===== src/rtl/core/nearest_neighbor_classifier_macros.svh =====
// Assertion macros shared by the nearest-neighbor classifier RTL.
// Every macro samples on clk_i and is disabled while rst_ni is low.
`ifndef NEAREST_NEIGHBOR_CLASSIFIER_MACROS_SVH
`define NEAREST_NEIGHBOR_CLASSIFIER_MACROS_SVH

// The consequent must hold in the same cycle as the antecedent.
`define NNC_ASSERT_IMP(name, ante, cons) \
  name: assert property (@(posedge clk_i) disable iff (!rst_ni) (ante) |-> (cons)) \
    else $error("nnc assertion failed");

// The consequent must hold in the cycle after the antecedent.
`define NNC_ASSERT_NXT(name, ante, cons) \
  name: assert property (@(posedge clk_i) disable iff (!rst_ni) (ante) |=> (cons)) \
    else $error("nnc assertion failed");

`endif


===== src/rtl/core/nnc_pkg.sv =====
// Shared types and constants of the nearest-neighbor classifier.
// No dependencies; every other file of the block but nnc_ram and the macro header imports it.
`default_nettype none

package nnc_pkg;

  localparam int unsigned MAX_VECTORS  = 1024;
  localparam int unsigned MAX_LENGTH   = 64;
  localparam int unsigned ELEMENT_BITS = 16;

  localparam int unsigned VIDX_W  = 10;
  localparam int unsigned EIDX_W  = 6;
  localparam int unsigned LABEL_W = 8;
  localparam int unsigned DIST_W  = 38;
  localparam int unsigned LEN_W   = 7;
  localparam int unsigned CNT_W   = 11;
  localparam int unsigned ABS_W   = ELEMENT_BITS;
  localparam int unsigned TERM_W  = 2 * ELEMENT_BITS;
  localparam int unsigned TADDR_W = VIDX_W + EIDX_W;
  localparam int unsigned PADDR_W = 4;
  localparam int unsigned PDATA_W = 32;

  localparam int unsigned FIFO_DEPTH = 4;
  localparam int unsigned FIFO_PTR_W = 2;
  localparam int unsigned FIFO_CNT_W = 3;

  localparam logic [LEN_W-1:0] LENGTH_RESET = LEN_W'(MAX_LENGTH);

  typedef enum logic {
    FUNC_TRAIN = 1'b0,
    FUNC_QUERY = 1'b1
  } nnc_func_e;

  typedef enum logic {
    METRIC_L2 = 1'b0,
    METRIC_L1 = 1'b1
  } nnc_metric_e;

  typedef enum logic [1:0] {
    REG_VECTOR_LENGTH = 2'd0,
    REG_TRAIN_COUNT   = 2'd1,
    REG_METRIC        = 2'd2,
    REG_UNUSED        = 2'd3
  } nnc_reg_e;

  typedef struct packed {
    logic                           func;
    logic [VIDX_W-1:0]              vector_index;
    logic [EIDX_W-1:0]              element_index;
    logic signed [ELEMENT_BITS-1:0] value;
    logic [LABEL_W-1:0]             label;
  } nnc_in_t;

  typedef struct packed {
    logic               found;
    logic [LABEL_W-1:0] class_label;
    logic [VIDX_W-1:0]  match_index;
    logic [DIST_W-1:0]  best_distance;
  } nnc_out_t;

  // Effective configuration, already clamped to the supported ranges.
  typedef struct packed {
    logic [EIDX_W-1:0] len_m1;
    logic [CNT_W-1:0]  count;
    nnc_metric_e       metric;
  } nnc_cfg_t;

  // One decoded command, passed from the front end to the back end.
  typedef struct packed {
    nnc_func_e                func;
    logic [VIDX_W-1:0]        vector_index;
    logic [EIDX_W-1:0]        element_index;
    logic [ELEMENT_BITS-1:0]  value;
    logic [LABEL_W-1:0]       label;
    logic                     complete;
  } nnc_cmd_t;

endpackage

`default_nettype wire


===== src/rtl/core/nnc_fifo.sv =====
// Short command queue between the front end and the back end.
// Depends on nnc_pkg.
`default_nettype none

module nnc_fifo (
  input  logic              clk_i,
  input  logic              rst_ni,
  input  logic              push_i,
  input  nnc_pkg::nnc_cmd_t push_cmd_i,
  output logic              full_o,
  input  logic              pop_i,
  output logic              valid_o,
  output nnc_pkg::nnc_cmd_t pop_cmd_o
);
  import nnc_pkg::*;

  nnc_cmd_t              slot_q [FIFO_DEPTH];
  logic [FIFO_PTR_W-1:0] wr_ptr_q, wr_ptr_d;
  logic [FIFO_PTR_W-1:0] rd_ptr_q, rd_ptr_d;
  logic [FIFO_CNT_W-1:0] count_q, count_d;
  logic                  do_push, do_pop;

  assign full_o    = (count_q == FIFO_CNT_W'(FIFO_DEPTH));
  assign valid_o   = (count_q != '0);
  assign pop_cmd_o = slot_q[rd_ptr_q];
  assign do_push   = push_i && !full_o;
  assign do_pop    = pop_i && valid_o;

  always_comb begin
    wr_ptr_d = do_push ? wr_ptr_q + 1'b1 : wr_ptr_q;
    rd_ptr_d = do_pop ? rd_ptr_q + 1'b1 : rd_ptr_q;
    count_d  = count_q;
    if (do_push && !do_pop) begin
      count_d = count_q + 1'b1;
    end else if (do_pop && !do_push) begin
      count_d = count_q - 1'b1;
    end
  end

  always_ff @(posedge clk_i or negedge rst_ni) begin
    if (!rst_ni) begin
      wr_ptr_q <= '0;
      rd_ptr_q <= '0;
      count_q  <= '0;
    end else begin
      wr_ptr_q <= wr_ptr_d;
      rd_ptr_q <= rd_ptr_d;
      count_q  <= count_d;
    end
  end

  always_ff @(posedge clk_i) begin
    if (do_push) begin
      slot_q[wr_ptr_q] <= push_cmd_i;
    end
  end

endmodule

`default_nettype wire


===== config.mk =====
export PLATFORM = sky130hd
export DESIGN_NAME = nnc_fifo
export DESIGN_NICKNAME = d
export VERILOG_FILES = /design/src/rtl/core/nearest_neighbor_classifier_macros.svh /design/src/rtl/core/nnc_pkg.sv /design/src/rtl/core/nnc_fifo.sv
export SDC_FILE = /design/constraint.sdc
export NUM_CORES = 1
export LEC_CHECK = 0
export BUFFER_PORTS_ARGS = -buffer_cell sky130_fd_sc_hd__buf_2
export CORE_MARGIN = 5
export CORE_UTILIZATION = 57
export DETAILED_ROUTE_END_ITERATION = 7
export PLACE_DENSITY_LB_ADDON = 0.3
export REMOVE_ABC_BUFFERS = 1
export SYNTH_ARGS = -nofsm -noshare
export SYNTH_HDL_FRONTEND = slang
export SYNTH_SLANG_ARGS = --single-unit

===== constraint.sdc =====
create_clock -name clk_i -period 3.13 [get_ports clk_i]
set_input_delay 0 -clock clk_i [delete_from_list [all_inputs] [get_ports clk_i]]
set_output_delay 0 -clock clk_i [all_outputs]
set_load 0.01 [all_outputs]

# After elaboration in Yosys (flattened, before gate mapping)
# Memories as Yosys holds them, arrays and structs flattened.
# Index checks and enable logic that the tools add are counted.
dict set report totals {
  ramBits 168
  output_inout_bits 44
  romBits 0
  elab_cells 22
  input_bits 46
  n_memories 1
  latch_bits 0
  reg_bits 7
}
# name words word_bits read_ports rd_clocked_by_memory_dff write_ports line
set memory_table {}
lappend memory_table {slot_q 4 42 1 0 1 nnc_fifo.sv:17} ;# nnc_cmd_t slot_q [FIFO_DEPTH];
dict set report op_classes {
  bitwise_logic 0
  order_cmp 0
  n_eq_ne 1
  reduce_logical 9
  n_mux 4
  div 0
  n_addsub 4
  shifts 0
  n_mul 0
}
# operator count
set op_table {}
lappend op_table {{$mux 3} 2}
lappend op_table {{$add 2x1->2 const B} 2}
lappend op_table {{$logic_and 1x1->1} 4}
lappend op_table {{$add 3x1->3 const B} 1}
lappend op_table {{$eq 3x3->1 const B} 1}
lappend op_table {{$logic_not 1->1} 3}
lappend op_table {{$reduce_bool 3->1} 1}
lappend op_table {{$sub 3x1->3 const B} 1}
lappend op_table {{$mux 1} 2}
lappend op_table {{$reduce_bool 2->1} 1}

# Depth between registers and ports, before layout
dict set report depth {
  ltp_word 7
  depth_mapped 9
}

# Worst setup path before layout
# No wires, ideal clock.
dict set report synth_path {
  path_kind {register to register}
  from {register count_q[2]}
  to {memory slot_q[0][0] (netlist bit), enable pin}
  stages_incl_launch_ff 5
  setup_ps 403
  t_arrival_ps 1846
  path_slack_ps 881
  synth_period_minus_slack_ps 2249
  path_cell_list {dfrtp_1 > nor3b_2 > nor2b_1 > buf_6 > and2_1}
}
dict set report synth_between {
  elab_chain_cells 5
}
# element line
set synth_rtl {}
lappend synth_rtl {{start: declaration} nnc_fifo.sv:20} ;# logic [FIFO_CNT_W-1:0] count_q, count_d;
lappend synth_rtl {{start signal: assignment} nnc_fifo.sv:48} ;# count_q <= count_d;
lappend synth_rtl {{$eq 3x3->1} nnc_fifo.sv:23} ;# assign full_o = (count_q == FIFO_CNT_W'(FIFO_DEPTH));
lappend synth_rtl {{named net full_o} nnc_fifo.sv:10} ;# output logic full_o,
lappend synth_rtl {{$logic_not 1->1} nnc_fifo.sv:26} ;# assign do_push = push_i && !full_o;
lappend synth_rtl {{$logic_and 1x1->1} nnc_fifo.sv:26}
lappend synth_rtl {{named net do_push} nnc_fifo.sv:21} ;# logic do_push, do_pop;
lappend synth_rtl {{$mux 1} nnc_fifo.sv:53} ;# if (do_push) begin
lappend synth_rtl {{$mux 1 (not written as such)} nnc_fifo.sv:54} ;# slot_q[wr_ptr_q] <= push_cmd_i;
lappend synth_rtl {{end: declaration} nnc_fifo.sv:17}
# The timed path passes the listed nets, and every way through them passes these cells.

==> impl_metrics.csv <==
group,metric,value,unit
clock_tree,clk_pin_slew,60,ps
timing,drv_slew,0,
setup_path,slowest_stage,"dfrtp_4",
yosys,ys.warnings.count,0,
job,drv_cap,0,
setup_path,timing.rr.start,"count_q[2]$_DFFE_PN0P_",
clock_tree,cts_setup_buffers,0,
clock_tree,clockBufferDepth,2,
drt,drt-wirelength-per-cell,20.53,um
setup_path,cpLargestDelayFamily,"flip-flops",
cells_and_area,final_core_util,0.7175,
setup_path,reg2reg_depth,4,
timing,worst_slack,857.2,ps
timing,worst_pin_slew,1100,ps
placement,portBuffers,89,
yosys,yosys-top-cells-area,"edfxtp_1 77%, mux4_2 13%, dfrtp_1 2.7%",
clock_tree,numClockSinks,175,
grt,first_global_vias,3397,
timing,post-route-period-util,0.7261,
power,power_density,905.1,nW/um2
timing,rsz0062_at_grt,"no",
drt,drt_iter0_drc,208,
cells_and_area,areaGrowthSynthToFinish,24.13,%
worst_hold_path,hp-class,"in -> reg",
drt,antenna_left,0,
clock_tree,cts_made_buffers,17,
cells_and_area,mostFrequentLayoutCell,"edfxtp_1",
die,core,11320,um2
setup_path,critPathMaxStageDelay,1020,ps
drt,via_per_inst,5.462,
cells_and_area,multi_input_comb_area,1190,um2
clock_tree,cts_root_buf,"clkbuf_16",
yosys,avgSynthCellArea,25.66,um2
placement,dp_hpwl,6625,um
die,fp.dieH,117.1,um
timing,fin_tns_setup,0,ps
timing,clock.fmax,0.4400,GHz
yosys,synth_sequential_area_ratio,0.7977,
setup_path,timing.rr.end,"slot_q[1][18]$_DFFE_PP_",
cells_and_area,final_cell_mix,"168 x edfxtp_1, 89 x buf_2, 45 x dlygate4sd3_1, 38 x mux4_2, 17 x clkbuf_16",
placement,place_congestion,0.6604,
cells_and_area,drive_gt1_frac,0.4135,
grt,grt_first_pass_wirelength,17810,um
drt,drc_errors,0,
setup_path,worstSetupPathType,"reg -> out",
yosys,synth.distinct_cells,21,
power,ir_drop,769.1,uV
drt,wl,11470,um
die,rows,39,
worst_hold_path,hold_path_end,"wr_ptr_q[0]$_DFFE_PN0P_",
yosys,synthCells,255,
timing,slew_headroom,0.2664,
clock_tree,clkLatencyLatePin,410,ps
power,p_leak,0.002864,uW
cells_and_area,n_antenna_cell,0,
timing,fin_crit,2273,ps
cells_and_area,n_fill_cell,695,
setup_path,path_cells,"mux4_1 > buf_2",
setup_path,timing.critical_path.from,"rd_ptr_q[0]$_DFFE_PN0P_",
die,dieArea,13720,um2
worst_hold_path,worstHoldStart,"push_i",
drt,drt-pass1-iter-count,4,
grt,grt_max_degree,45,
worst_hold_path,whs_path_depth,3,
setup_path,setup.worst_path.start_class,"flop",
clock_tree,htreeDepth,4,
die,die_w,117.1,um
timing,finalSetupViolCount,0,
clock_tree,cts_resized,0,
setup_path,required,3130,ps
setup_path,end_kind,"primary output",
grt,grt_overflow_total,0,
drt,via_count,3053,
yosys,synth_top_area_cell,"edfxtp_1",
die,pin_count,90,
yosys,synth_top_area_share,0.7709,
outcome,status,"finished, final reports clean",
die,start_util,0.5780,
setup_path,arrival,2270,ps
yosys,syn_area,6544,um2
grt,grt_usage,0.1808,
grt,antenna_found_initial,0,
clock_tree,hold_buffers,45,
timing,finClkSkew,8.752,ps
placement,pre_cts_ws,893.3,ps
cells_and_area,seq_area,5225,um2
timing,hold_violations,0,
yosys,ys_ff_latch,175,
setup_path,rrSetupSlack,900,ps
cells_and_area,finalNetCount,455,
setup_path,critPathBufInv,1,
setup_path,critical_path.max_fanout,44,
clock_tree,tritoncts,"built",
worst max path at each step:
| stage | end | slack, ps | depth (start not counted) |
|---|---|---|---|
| CTS | pop_cmd_o[37] | 780 | 2 |
| global placement | slot_q[1][30]$_DFFE_PP_ | 970 | 4 |
| global route | pop_cmd_o[37] | 670 | 2 |
| detailed placement | slot_q[1][32]$_DFFE_PP_ | 890 | 4 |
| floorplan | pop_cmd_o[27] | 630 | 1 |
| finish | pop_cmd_o[37] | 860 | 2 |
cell type report:
type / instances / share of cell area
Clock buffer: 17 / 0.05237
Timing Repair Buffer: 140 / 0.1174
Inverter: 3 / 0.001386
Clock inverter: 15 / 0.01710
Sequential cell: 175 / 0.6433
Tap cell: 143 / 0.02203
Multi-Input combinational cell: 66 / 0.1465
cells in the mapped netlist, drive strengths merged:
library cell / n
ha: 5
xor2: 2
nand2: 1
inv: 3
nand3: 1
fa: 1
nor2b: 1
or3: 1
dfrtp: 7
nor3b: 1
mux4: 42
nor2: 1
buf: 11
and2: 4
xnor2: 4
mux2: 2
edfxtp: 168
flip-flops by register name, indices dropped and copies added, names as in the netlist:
register  flops
slot_q      168
wr_ptr_q      2
rd_ptr_q      2
count_q       3
logic make-up (layout without fill, tap and decap cells):
| logic type | after synthesis | count (layout) | synth area share |
|---|---|---|---|
| adder cells (fa/ha/maj) | 6 | 6 | 0.01262 |
| flip-flops | 175 | 175 | 0.7977 |
| buffers and inverters | 14 | 175 | 0.02122 |
| AND/OR/NAND/NOR | 10 | 10 | 0.009559 |
| XOR/XNOR | 6 | 6 | 0.008031 |
| multiplexers | 44 | 44 | 0.1509 |
stage by stage:
stage	cell area [um2]	std cells	power (uW)	hold WS, ps
finish	8123	559	7352	59.87
global route	8123	559	7736	62.37
CTS	8123	559	7461	46.48
detailed placement	7108	482	5451	-153.4
global placement	7108	482	5391	-153.3
floorplan	6416	244	4640	-295.6
report_power, final:
group / switching [uW] / total (uW) / internal (uW) / leakage (uW)
Sequential: 416 / 3520 / 3110 / 0.00162
Clock: 858 / 1960 / 1100 / 0.000271
Combinational: 853 / 1870 / 1010 / 0.000974
worst reg2reg max path, delay by kind of cell, from the launching register on:
kind                   cells  cell delay, ps
buffers and inverters      1             360
flip-flops                 1             400
AND/OR/NAND/NOR            3            1150
routing by layer:
metal / routed length, um / vias up / global-route usage
met5: 0 / - / 0
met4: 95 / 0 / 0.05734
met3: 617 / 11 / 0.04781
met2: 5977 / 87 / 0.3035
met1: 4784 / 1580 / 0.2339
li1: - / 1375 / -
Power figures use the tool's default switching activity.
