===== config.mk =====
export PLATFORM = sky130hd
export DESIGN_NAME = nnc_front
export DESIGN_NICKNAME = d
export VERILOG_FILES = /design/src/rtl/core/nearest_neighbor_classifier_macros.svh /design/src/rtl/core/nnc_pkg.sv /design/src/rtl/core/nnc_front.sv
export SDC_FILE = /design/constraint.sdc
export NUM_CORES = 1
export LEC_CHECK = 0
export ABC_CLOCK_PERIOD_IN_PS = 800
export BUFFER_PORTS_ARGS = -buffer_cell sky130_fd_sc_hd__buf_2
export CORE_MARGIN = 1.5
export CORE_UTILIZATION = 21
export DETAILED_ROUTE_END_ITERATION = 8
export PLACE_DENSITY = 0.82
export SYNTH_ARGS = -nofsm -noshare
export SYNTH_HDL_FRONTEND = slang
export SYNTH_SLANG_ARGS = --single-unit

===== constraint.sdc =====
create_clock -name vclk -period 0.8
set_clock_uncertainty 0.05 [all_clocks]
set_input_delay 0 -clock vclk [all_inputs]
set_output_delay 0 -clock vclk [all_outputs]
set_load 0.03 [all_outputs]

===== src/rtl/core/nearest_neighbor_classifier_macros.svh =====
// Assertion macros shared by the nearest-neighbor classifier RTL.
// Every macro samples on clk_i and is disabled while rst_ni is low.
`ifndef NEAREST_NEIGHBOR_CLASSIFIER_MACROS_SVH
`define NEAREST_NEIGHBOR_CLASSIFIER_MACROS_SVH

// The consequent must hold in the same cycle as the antecedent.
`define NNC_ASSERT_IMP(name, ante, cons) \
  name: assert property (@(posedge clk_i) disable iff (!rst_ni) (ante) |-> (cons)) \
    else $error("nnc assertion failed");

// The consequent must hold in the cycle after the antecedent.
`define NNC_ASSERT_NXT(name, ante, cons) \
  name: assert property (@(posedge clk_i) disable iff (!rst_ni) (ante) |=> (cons)) \
    else $error("nnc assertion failed");

`endif


===== src/rtl/core/nnc_pkg.sv =====
// Shared types and constants of the nearest-neighbor classifier.
// No dependencies; every other file of the block but nnc_ram and the macro header imports it.
`default_nettype none

package nnc_pkg;

  localparam int unsigned MAX_VECTORS  = 1024;
  localparam int unsigned MAX_LENGTH   = 64;
  localparam int unsigned ELEMENT_BITS = 16;

  localparam int unsigned VIDX_W  = 10;
  localparam int unsigned EIDX_W  = 6;
  localparam int unsigned LABEL_W = 8;
  localparam int unsigned DIST_W  = 38;
  localparam int unsigned LEN_W   = 7;
  localparam int unsigned CNT_W   = 11;
  localparam int unsigned ABS_W   = ELEMENT_BITS;
  localparam int unsigned TERM_W  = 2 * ELEMENT_BITS;
  localparam int unsigned TADDR_W = VIDX_W + EIDX_W;
  localparam int unsigned PADDR_W = 4;
  localparam int unsigned PDATA_W = 32;

  localparam int unsigned FIFO_DEPTH = 4;
  localparam int unsigned FIFO_PTR_W = 2;
  localparam int unsigned FIFO_CNT_W = 3;

  localparam logic [LEN_W-1:0] LENGTH_RESET = LEN_W'(MAX_LENGTH);

  typedef enum logic {
    FUNC_TRAIN = 1'b0,
    FUNC_QUERY = 1'b1
  } nnc_func_e;

  typedef enum logic {
    METRIC_L2 = 1'b0,
    METRIC_L1 = 1'b1
  } nnc_metric_e;

  typedef enum logic [1:0] {
    REG_VECTOR_LENGTH = 2'd0,
    REG_TRAIN_COUNT   = 2'd1,
    REG_METRIC        = 2'd2,
    REG_UNUSED        = 2'd3
  } nnc_reg_e;

  typedef struct packed {
    logic                           func;
    logic [VIDX_W-1:0]              vector_index;
    logic [EIDX_W-1:0]              element_index;
    logic signed [ELEMENT_BITS-1:0] value;
    logic [LABEL_W-1:0]             label;
  } nnc_in_t;

  typedef struct packed {
    logic               found;
    logic [LABEL_W-1:0] class_label;
    logic [VIDX_W-1:0]  match_index;
    logic [DIST_W-1:0]  best_distance;
  } nnc_out_t;

  // Effective configuration, already clamped to the supported ranges.
  typedef struct packed {
    logic [EIDX_W-1:0] len_m1;
    logic [CNT_W-1:0]  count;
    nnc_metric_e       metric;
  } nnc_cfg_t;

  // One decoded command, passed from the front end to the back end.
  typedef struct packed {
    nnc_func_e                func;
    logic [VIDX_W-1:0]        vector_index;
    logic [EIDX_W-1:0]        element_index;
    logic [ELEMENT_BITS-1:0]  value;
    logic [LABEL_W-1:0]       label;
    logic                     complete;
  } nnc_cmd_t;

endpackage

`default_nettype wire


===== src/rtl/core/nnc_front.sv =====
// Front end of the classifier: accepts input transactions and decodes them.
// Depends on nnc_pkg.
`default_nettype none

module nnc_front (
  input  logic              in_valid_i,
  output logic              in_ready_o,
  input  nnc_pkg::nnc_in_t  in_i,
  input  nnc_pkg::nnc_cfg_t cfg_i,
  input  logic              q_full_i,
  output logic              q_push_o,
  output nnc_pkg::nnc_cmd_t q_cmd_o
);
  import nnc_pkg::*;

  logic is_query;

  // Every index the port can carry lies inside the stores, so nothing is dropped.
  assign is_query   = (in_i.func == FUNC_QUERY);
  assign in_ready_o = !q_full_i;
  assign q_push_o   = in_valid_i && !q_full_i;

  always_comb begin
    q_cmd_o               = '0;
    q_cmd_o.func          = is_query ? FUNC_QUERY : FUNC_TRAIN;
    q_cmd_o.vector_index  = in_i.vector_index;
    q_cmd_o.element_index = in_i.element_index;
    q_cmd_o.value         = in_i.value;
    q_cmd_o.label         = in_i.label;
    // A query element at the last position in use starts a search.
    q_cmd_o.complete      = is_query && (in_i.element_index == cfg_i.len_m1);
  end

endmodule

`default_nettype wire


# After elaboration in Yosys (flattened, before gate mapping)
# Index checks and enable logic that the tools add are counted.
# word_totals
register_bits	0
in_bits	61
output_inout_bits	44
word_cells	5
# classes
n_eq_ne	1
n_mux	1
n_reduce_logical	3
# op_table
operator	count
$eq 6x6->1	1
$logic_and 1x1->1	2
$logic_not 1->1	1
$mux 1	1

# Depth between registers and ports, before layout
# Gate-level depths: netlist of the first run.
# depth
ltp_word	2
mapped_depth	3
mapped_depth_nobuf	3

# Least setup slack after synthesis of the first run
# No wires, ideal clock.
# synth_timing
path_kind	input to output
startpoint	input port cfg_i[15] in the netlist's numbering
endpoint	output port q_cmd_o[0] in the netlist's numbering
t_arrival_ns	0.821
required_time_ns	0.750
path_slack_ns	-0.071
path_stages	2
n_path_buf	0
cell_sequence	xor2_1 -> nor4_2
# synth_rtl
element	line	rtl
start, declared	nnc_front.sv:9	input nnc_pkg::nnc_cfg_t cfg_i,
end, declared	nnc_front.sv:12	output nnc_pkg::nnc_cmd_t q_cmd_o

==> results of run 1 <==
[routing by layer]
| layer | part of all wire, % | up-vias | wire length [µm] |
|---|---|---|---|
| met5 | 0 | - | 0 |
| met4 | 0 | 0 | 0 |
| met3 | 14 | 0 | 139 |
| met2 | 62 | 49 | 616 |
| met1 | 24 | 160 | 241 |
| li1 | - | 156 | - |
[per-stage QoR]
step / total power, mW / util, % / cell area (µm²)
floorplan: 0.434 / - / 398
global placement: 0.167 / 15.1 / 262
detailed placement: 0.171 / 15.1 / 262
CTS: 0.521 / 37.3 / 644
global route: 0.553 / 38.5 / 664
finish: 0.530 / 38.5 / 664
[worst min path at each step]
stage | from | to | cells past startpoint
floorplan | q_full_i | q_push_o | 1
global placement | in_i[9] | q_cmd_o[10] | 0
detailed placement | in_i[9] | q_cmd_o[10] | 0
CTS | in_i[27] | q_cmd_o[28] | 2
global route | in_i[26] | q_cmd_o[27] | 2
finish | in_i[26] | q_cmd_o[27] | 2
[where the power goes]
part | internal, mW | switching [mW]
Clock | 0 | 0
Sequential | 0 | 0
Combinational | 0.209 | 0.321
Total | 0.209 | 0.321
[area by class of cell]
type	instances	area [µm²]
repair buffers	61	520
multi-input cells	9	109
inverters	1	3.75
well taps	25	31.3
fillers	184	1060
[worst max-delay path, stage by stage]
cell	delay, ps
buf_2	110
xor2_1	180
nor4_4	290
buf_6	170
[repair_timing]
action / CTS / global route
setup endpoints to repair: 1 / 2
resized for setup: 7 / 5
endpoints found under the hold margin: 34 / 0
setup buffers: 0 / 0
hold buffers: 34 / 0
pin swaps: 1 / 1
[cell families after synthesis]
| family | after synthesis | share of synthesized area, % |
|---|---|---|
| buf+inv | 42 | 80.1 |
| xor+xnor | 6 | 13.5 |
| simple gates | 3 | 6.43 |
[placed cells by master, fill, tap and decap left out]
cell / n
dlygate4sd3_1: 33
nor2b_1: 1
nor4_4: 1
nand4_1: 1
inv_1: 1
xor2_1: 3
buf_2: 19
buf_4: 2
dlymetal6s4s_1: 1
buf_6: 6
xnor2_2: 3
==> flow_summary.json, run 1 <==
{
  "syn-cell-area_um2": 389,
  "diodes": 0,
  "use_met2_pct": 17.8,
  "die_area_mm2": 0.00212,
  "cp.required_ps": 750,
  "startpoint_type": "input port",
  "synthDistinctLibCells": 7,
  "totalWireLength_um": 996,
  "crit_path_end_kind": "primary output",
  "fin_ws_ps": 9.42,
  "slew_violations": 0,
  "yosysSeqAreaShare_pct": 0,
  "synth_most_common_cell": "buf_4",
  "grt_pass1_wl_mm": 1.18,
  "grt_usage_pct": 7.51,
  "initial_utilization_pct": 22.5,
  "grt_max_degree": 3,
  "ant_nets": 0,
  "drive_above_1_share_pct": 43.7,
  "area_growth_pct": 70.7,
  "use_met3_pct": 0.397,
  "antenna_found_initial": 0,
  "synth_area_leaders": "buf_4 (79%), xnor2_1 (6.8%), xor2_1 (6.8%), nor4_2 (3.2%), nand4_1 (1.6%)",
  "pwr_density_cell_mw_per_mm2": 797,
  "pre_cts_ws_ps": -66.0,
  "cp.arrival_ps": 740,
  "tightestPinTransition_ps": 338,
  "rows": 15,
  "synth_top_area_share_pct": 79.1,
  "ioPinCount": 105,
  "finalHoldViolations": 0,
  "place.gp.congestion": 0.703,
  "dp_cells": 62,
  "die_x_um": 46.0,
  "gr-max-usage-layer": "met2",
  "setup_viol": 0,
  "core-area_mm2": 0.00173,
  "seq_cells": 0,
  "period_share_pct": 98.8,
  "netlist_instances": 51,
  "yosysTopAreaCell": "buf_4",
  "ys_warn_count": 0,
  "via_per_inst": 3.80,
  "drc": 0,
  "drt-pass1-iter-count": 1,
  "die_y_um": 46.0,
  "cp-startpoint": "cfg_i[15]",
  "crit_type": "in -> out",
  "grt_pass1_vias": 294,
  "instances_no_fill": 96,
  "irDropWorstVdd_uv": 301,
  "final_nets": 134,
  "power_leakage_nw": 0.319,
  "seqCellArea_um2": 0,
  "wl_per_cell_um": 10.4,
  "overflow": 0,
  "syn_nets": 112,
  "io_buffers": 25,
  "cap_violations": 0,
  "fin_hold_ws_ps": 219,
  "post_synth_most_frequent_cells": "buf_4 (41), xnor2_1 (3), xor2_1 (3)",
  "grt_use_met1_pct": 6.76,
  "outcome": "finished, final reports clean",
  "crit_path_max_fanout": 1,
  "rsz0062_at_grt": "yes",
  "routed-via-count": 365,
  "setup-tns-final_ps": 0,
  "max-slew-margin-rel_pct": 77.6,
  "n_clock_buffer": 0,
  "drt_iter0_drc": 0,
  "fmax_mhz": 1260,
  "endpoint": "q_cmd_o[0]",
  "syn_avg_cell_area_um2": 7.63,
  "post-route-min-period_ps": 791,
  "hp-class": "in -> out"
}
Power figures use the tool's default switching activity.
==> run 2, diff against run 1 <==
- CELL_PAD_IN_SITES_DETAIL_PLACEMENT: not set -> 0
- CELL_PAD_IN_SITES_GLOBAL_PLACEMENT: not set -> 2
- CORE_UTILIZATION: 21 -> 10
- PLACE_DENSITY: 0.82 -> not set
- PLACE_DENSITY_LB_ADDON: not set -> 0.1
==> flow_summary.json, run 2 (synthesis results as in run 1) <==
{
  "outcome": "finished, violations left",
  "violations": "setup timing",
  "rows": 22,
  "hp-start": "in_i[27]",
  "via_per_inst": 3.02,
  "power_leakage_nw": 0.305,
  "grt_pass1_wl_mm": 1.02,
  "final_cell_mix": "dlygate4sd3_1 (34), buf_2 (18), buf_6 (4)",
  "rsz0062_at_grt": "yes",
  "hp-class": "in -> out",
  "cp.required_ps": 750,
  "finalHoldViolations": 0,
  "overflow": 0,
  "drt_iter0_drc": 2,
  "cap_violations": 0,
  "io_buffers": 25,
  "hpwlAfterDp_um": 512,
  "grt_max_degree": 3,
  "pwr_density_cell_mw_per_mm2": 769,
  "ant_nets": 0,
  "grt_pass1_vias": 267,
  "initial_utilization_pct": 10.5,
  "die_y_um": 65.4,
  "seq_cells": 0,
  "finalPower_uw": 539,
  "cp.arrival_ps": 780,
  "place_area_um2": 275,
  "drt-pass1-iter-count": 2,
  "period_share_pct": 104,
  "n_clock_buffer": 0,
  "fin_hold_ws_ps": 224,
  "antenna_found_initial": 0,
  "max-slew-margin-rel_pct": 78.7,
  "crit_type": "in -> out",
  "slew_violations": 0,
  "wl_per_cell_um": 7.42,
  "die_area_mm2": 0.00427,
  "post-route-min-period_ps": 832,
  "drc": 0,
  "crit_path_end_kind": "primary output",
  "final_common_cell": "dlygate4sd3_1",
  "setup-tns-final_ps": -32.1,
  "place.gp.congestion": 0.548,
  "diodes": 0,
  "fin_ws_ps": -32.1,
  "min_to": "q_cmd_o[28]",
  "area_growth_pct": 80.1,
  "fmax_mhz": 1200,
  "post_cts_buffers": 0,
  "drive_above_1_share_pct": 42.0,
  "grt_usage_pct": 2.97,
  "die_x_um": 65.4,
  "fillCellCount": 420,
  "ioPinCount": 105,
  "multiInputGateArea_um2": 131,
  "final_nets": 132,
  "setup_viol": 1,
  "routed-via-count": 353,
  "fin_util_pct": 19.0,
  "final_area_um2": 701,
  "min_path_cells": 2,
  "totalWireLength_um": 868,
  "tightestPinTransition_ps": 319,
  "irDropWorstVdd_uv": 128,
  "core-area_mm2": 0.00369,
  "crit_path_max_fanout": 1,
  "seqCellArea_um2": 0,
  "startpoint_type": "input port"
}
==> run 2: final cells by class <==
type / instances / area share, %
multi-input combinational: 9 / 18.8
inverter: 1 / 0.536
tap: 48 / 8.57
timing repair buffer: 59 / 72.1
==> run 2: worst max-delay path by stage <==
stage / from / endpoint / slack (ps)
floorplan: cfg_i[15] / q_cmd_o[0] / 90
global placement: cfg_i[14] / q_cmd_o[0] / -130
detailed placement: cfg_i[14] / q_cmd_o[0] / -150
CTS: cfg_i[12] / q_cmd_o[0] / -70
global route: cfg_i[12] / q_cmd_o[0] / -90
finish: cfg_i[12] / q_cmd_o[0] / -30
==> run 2: repair_timing <==
item | CTS | global route
pin swaps | 1 | 1
gates resized for setup | 6 | 7
hold buffers | 34 | 0
setup endpoints to repair | 1 | 1
hold endpoints to repair | 34 | 0
==> run 2: critical path, cell delays in order <==
cell and delay [ps]:
buf_8 100, xnor2_4 140, nand4_1 180, nor4_4 160
buf_4 190
==> run 2: report_power, final <==
| group | switching [mW] | leakage, nW | total (mW) | internal (mW) |
|---|---|---|---|---|
| clock | 0 | 0 | 0 | 0 |
| sequential | 0 | 0 | 0 | 0 |
| combinational | 0.322 | 0.305 | 0.539 | 0.217 |
| total | 0.322 | 0.305 | 0.539 | 0.217 |
==> run 2: routing by layer <==
| metal | routed length (µm) | vias up | track usage, % |
|---|---|---|---|
| li1 | - | 152 | - |
| met1 | 239 | 143 | 3.10 |
| met2 | 454 | 58 | 6.63 |
| met3 | 174 | 0 | 0.171 |
| met4 | 0 | 0 | 0 |
| met5 | 0 | - | 0 |
==> run 2: metrics by stage <==
stage,std cells,setup slack (ps)
after floorplan,51,86.9
after global placement,83,-126
after detailed placement,83,-150
after CTS,117,-69.1
after global routing,117,-87.6
final,117,-32.1
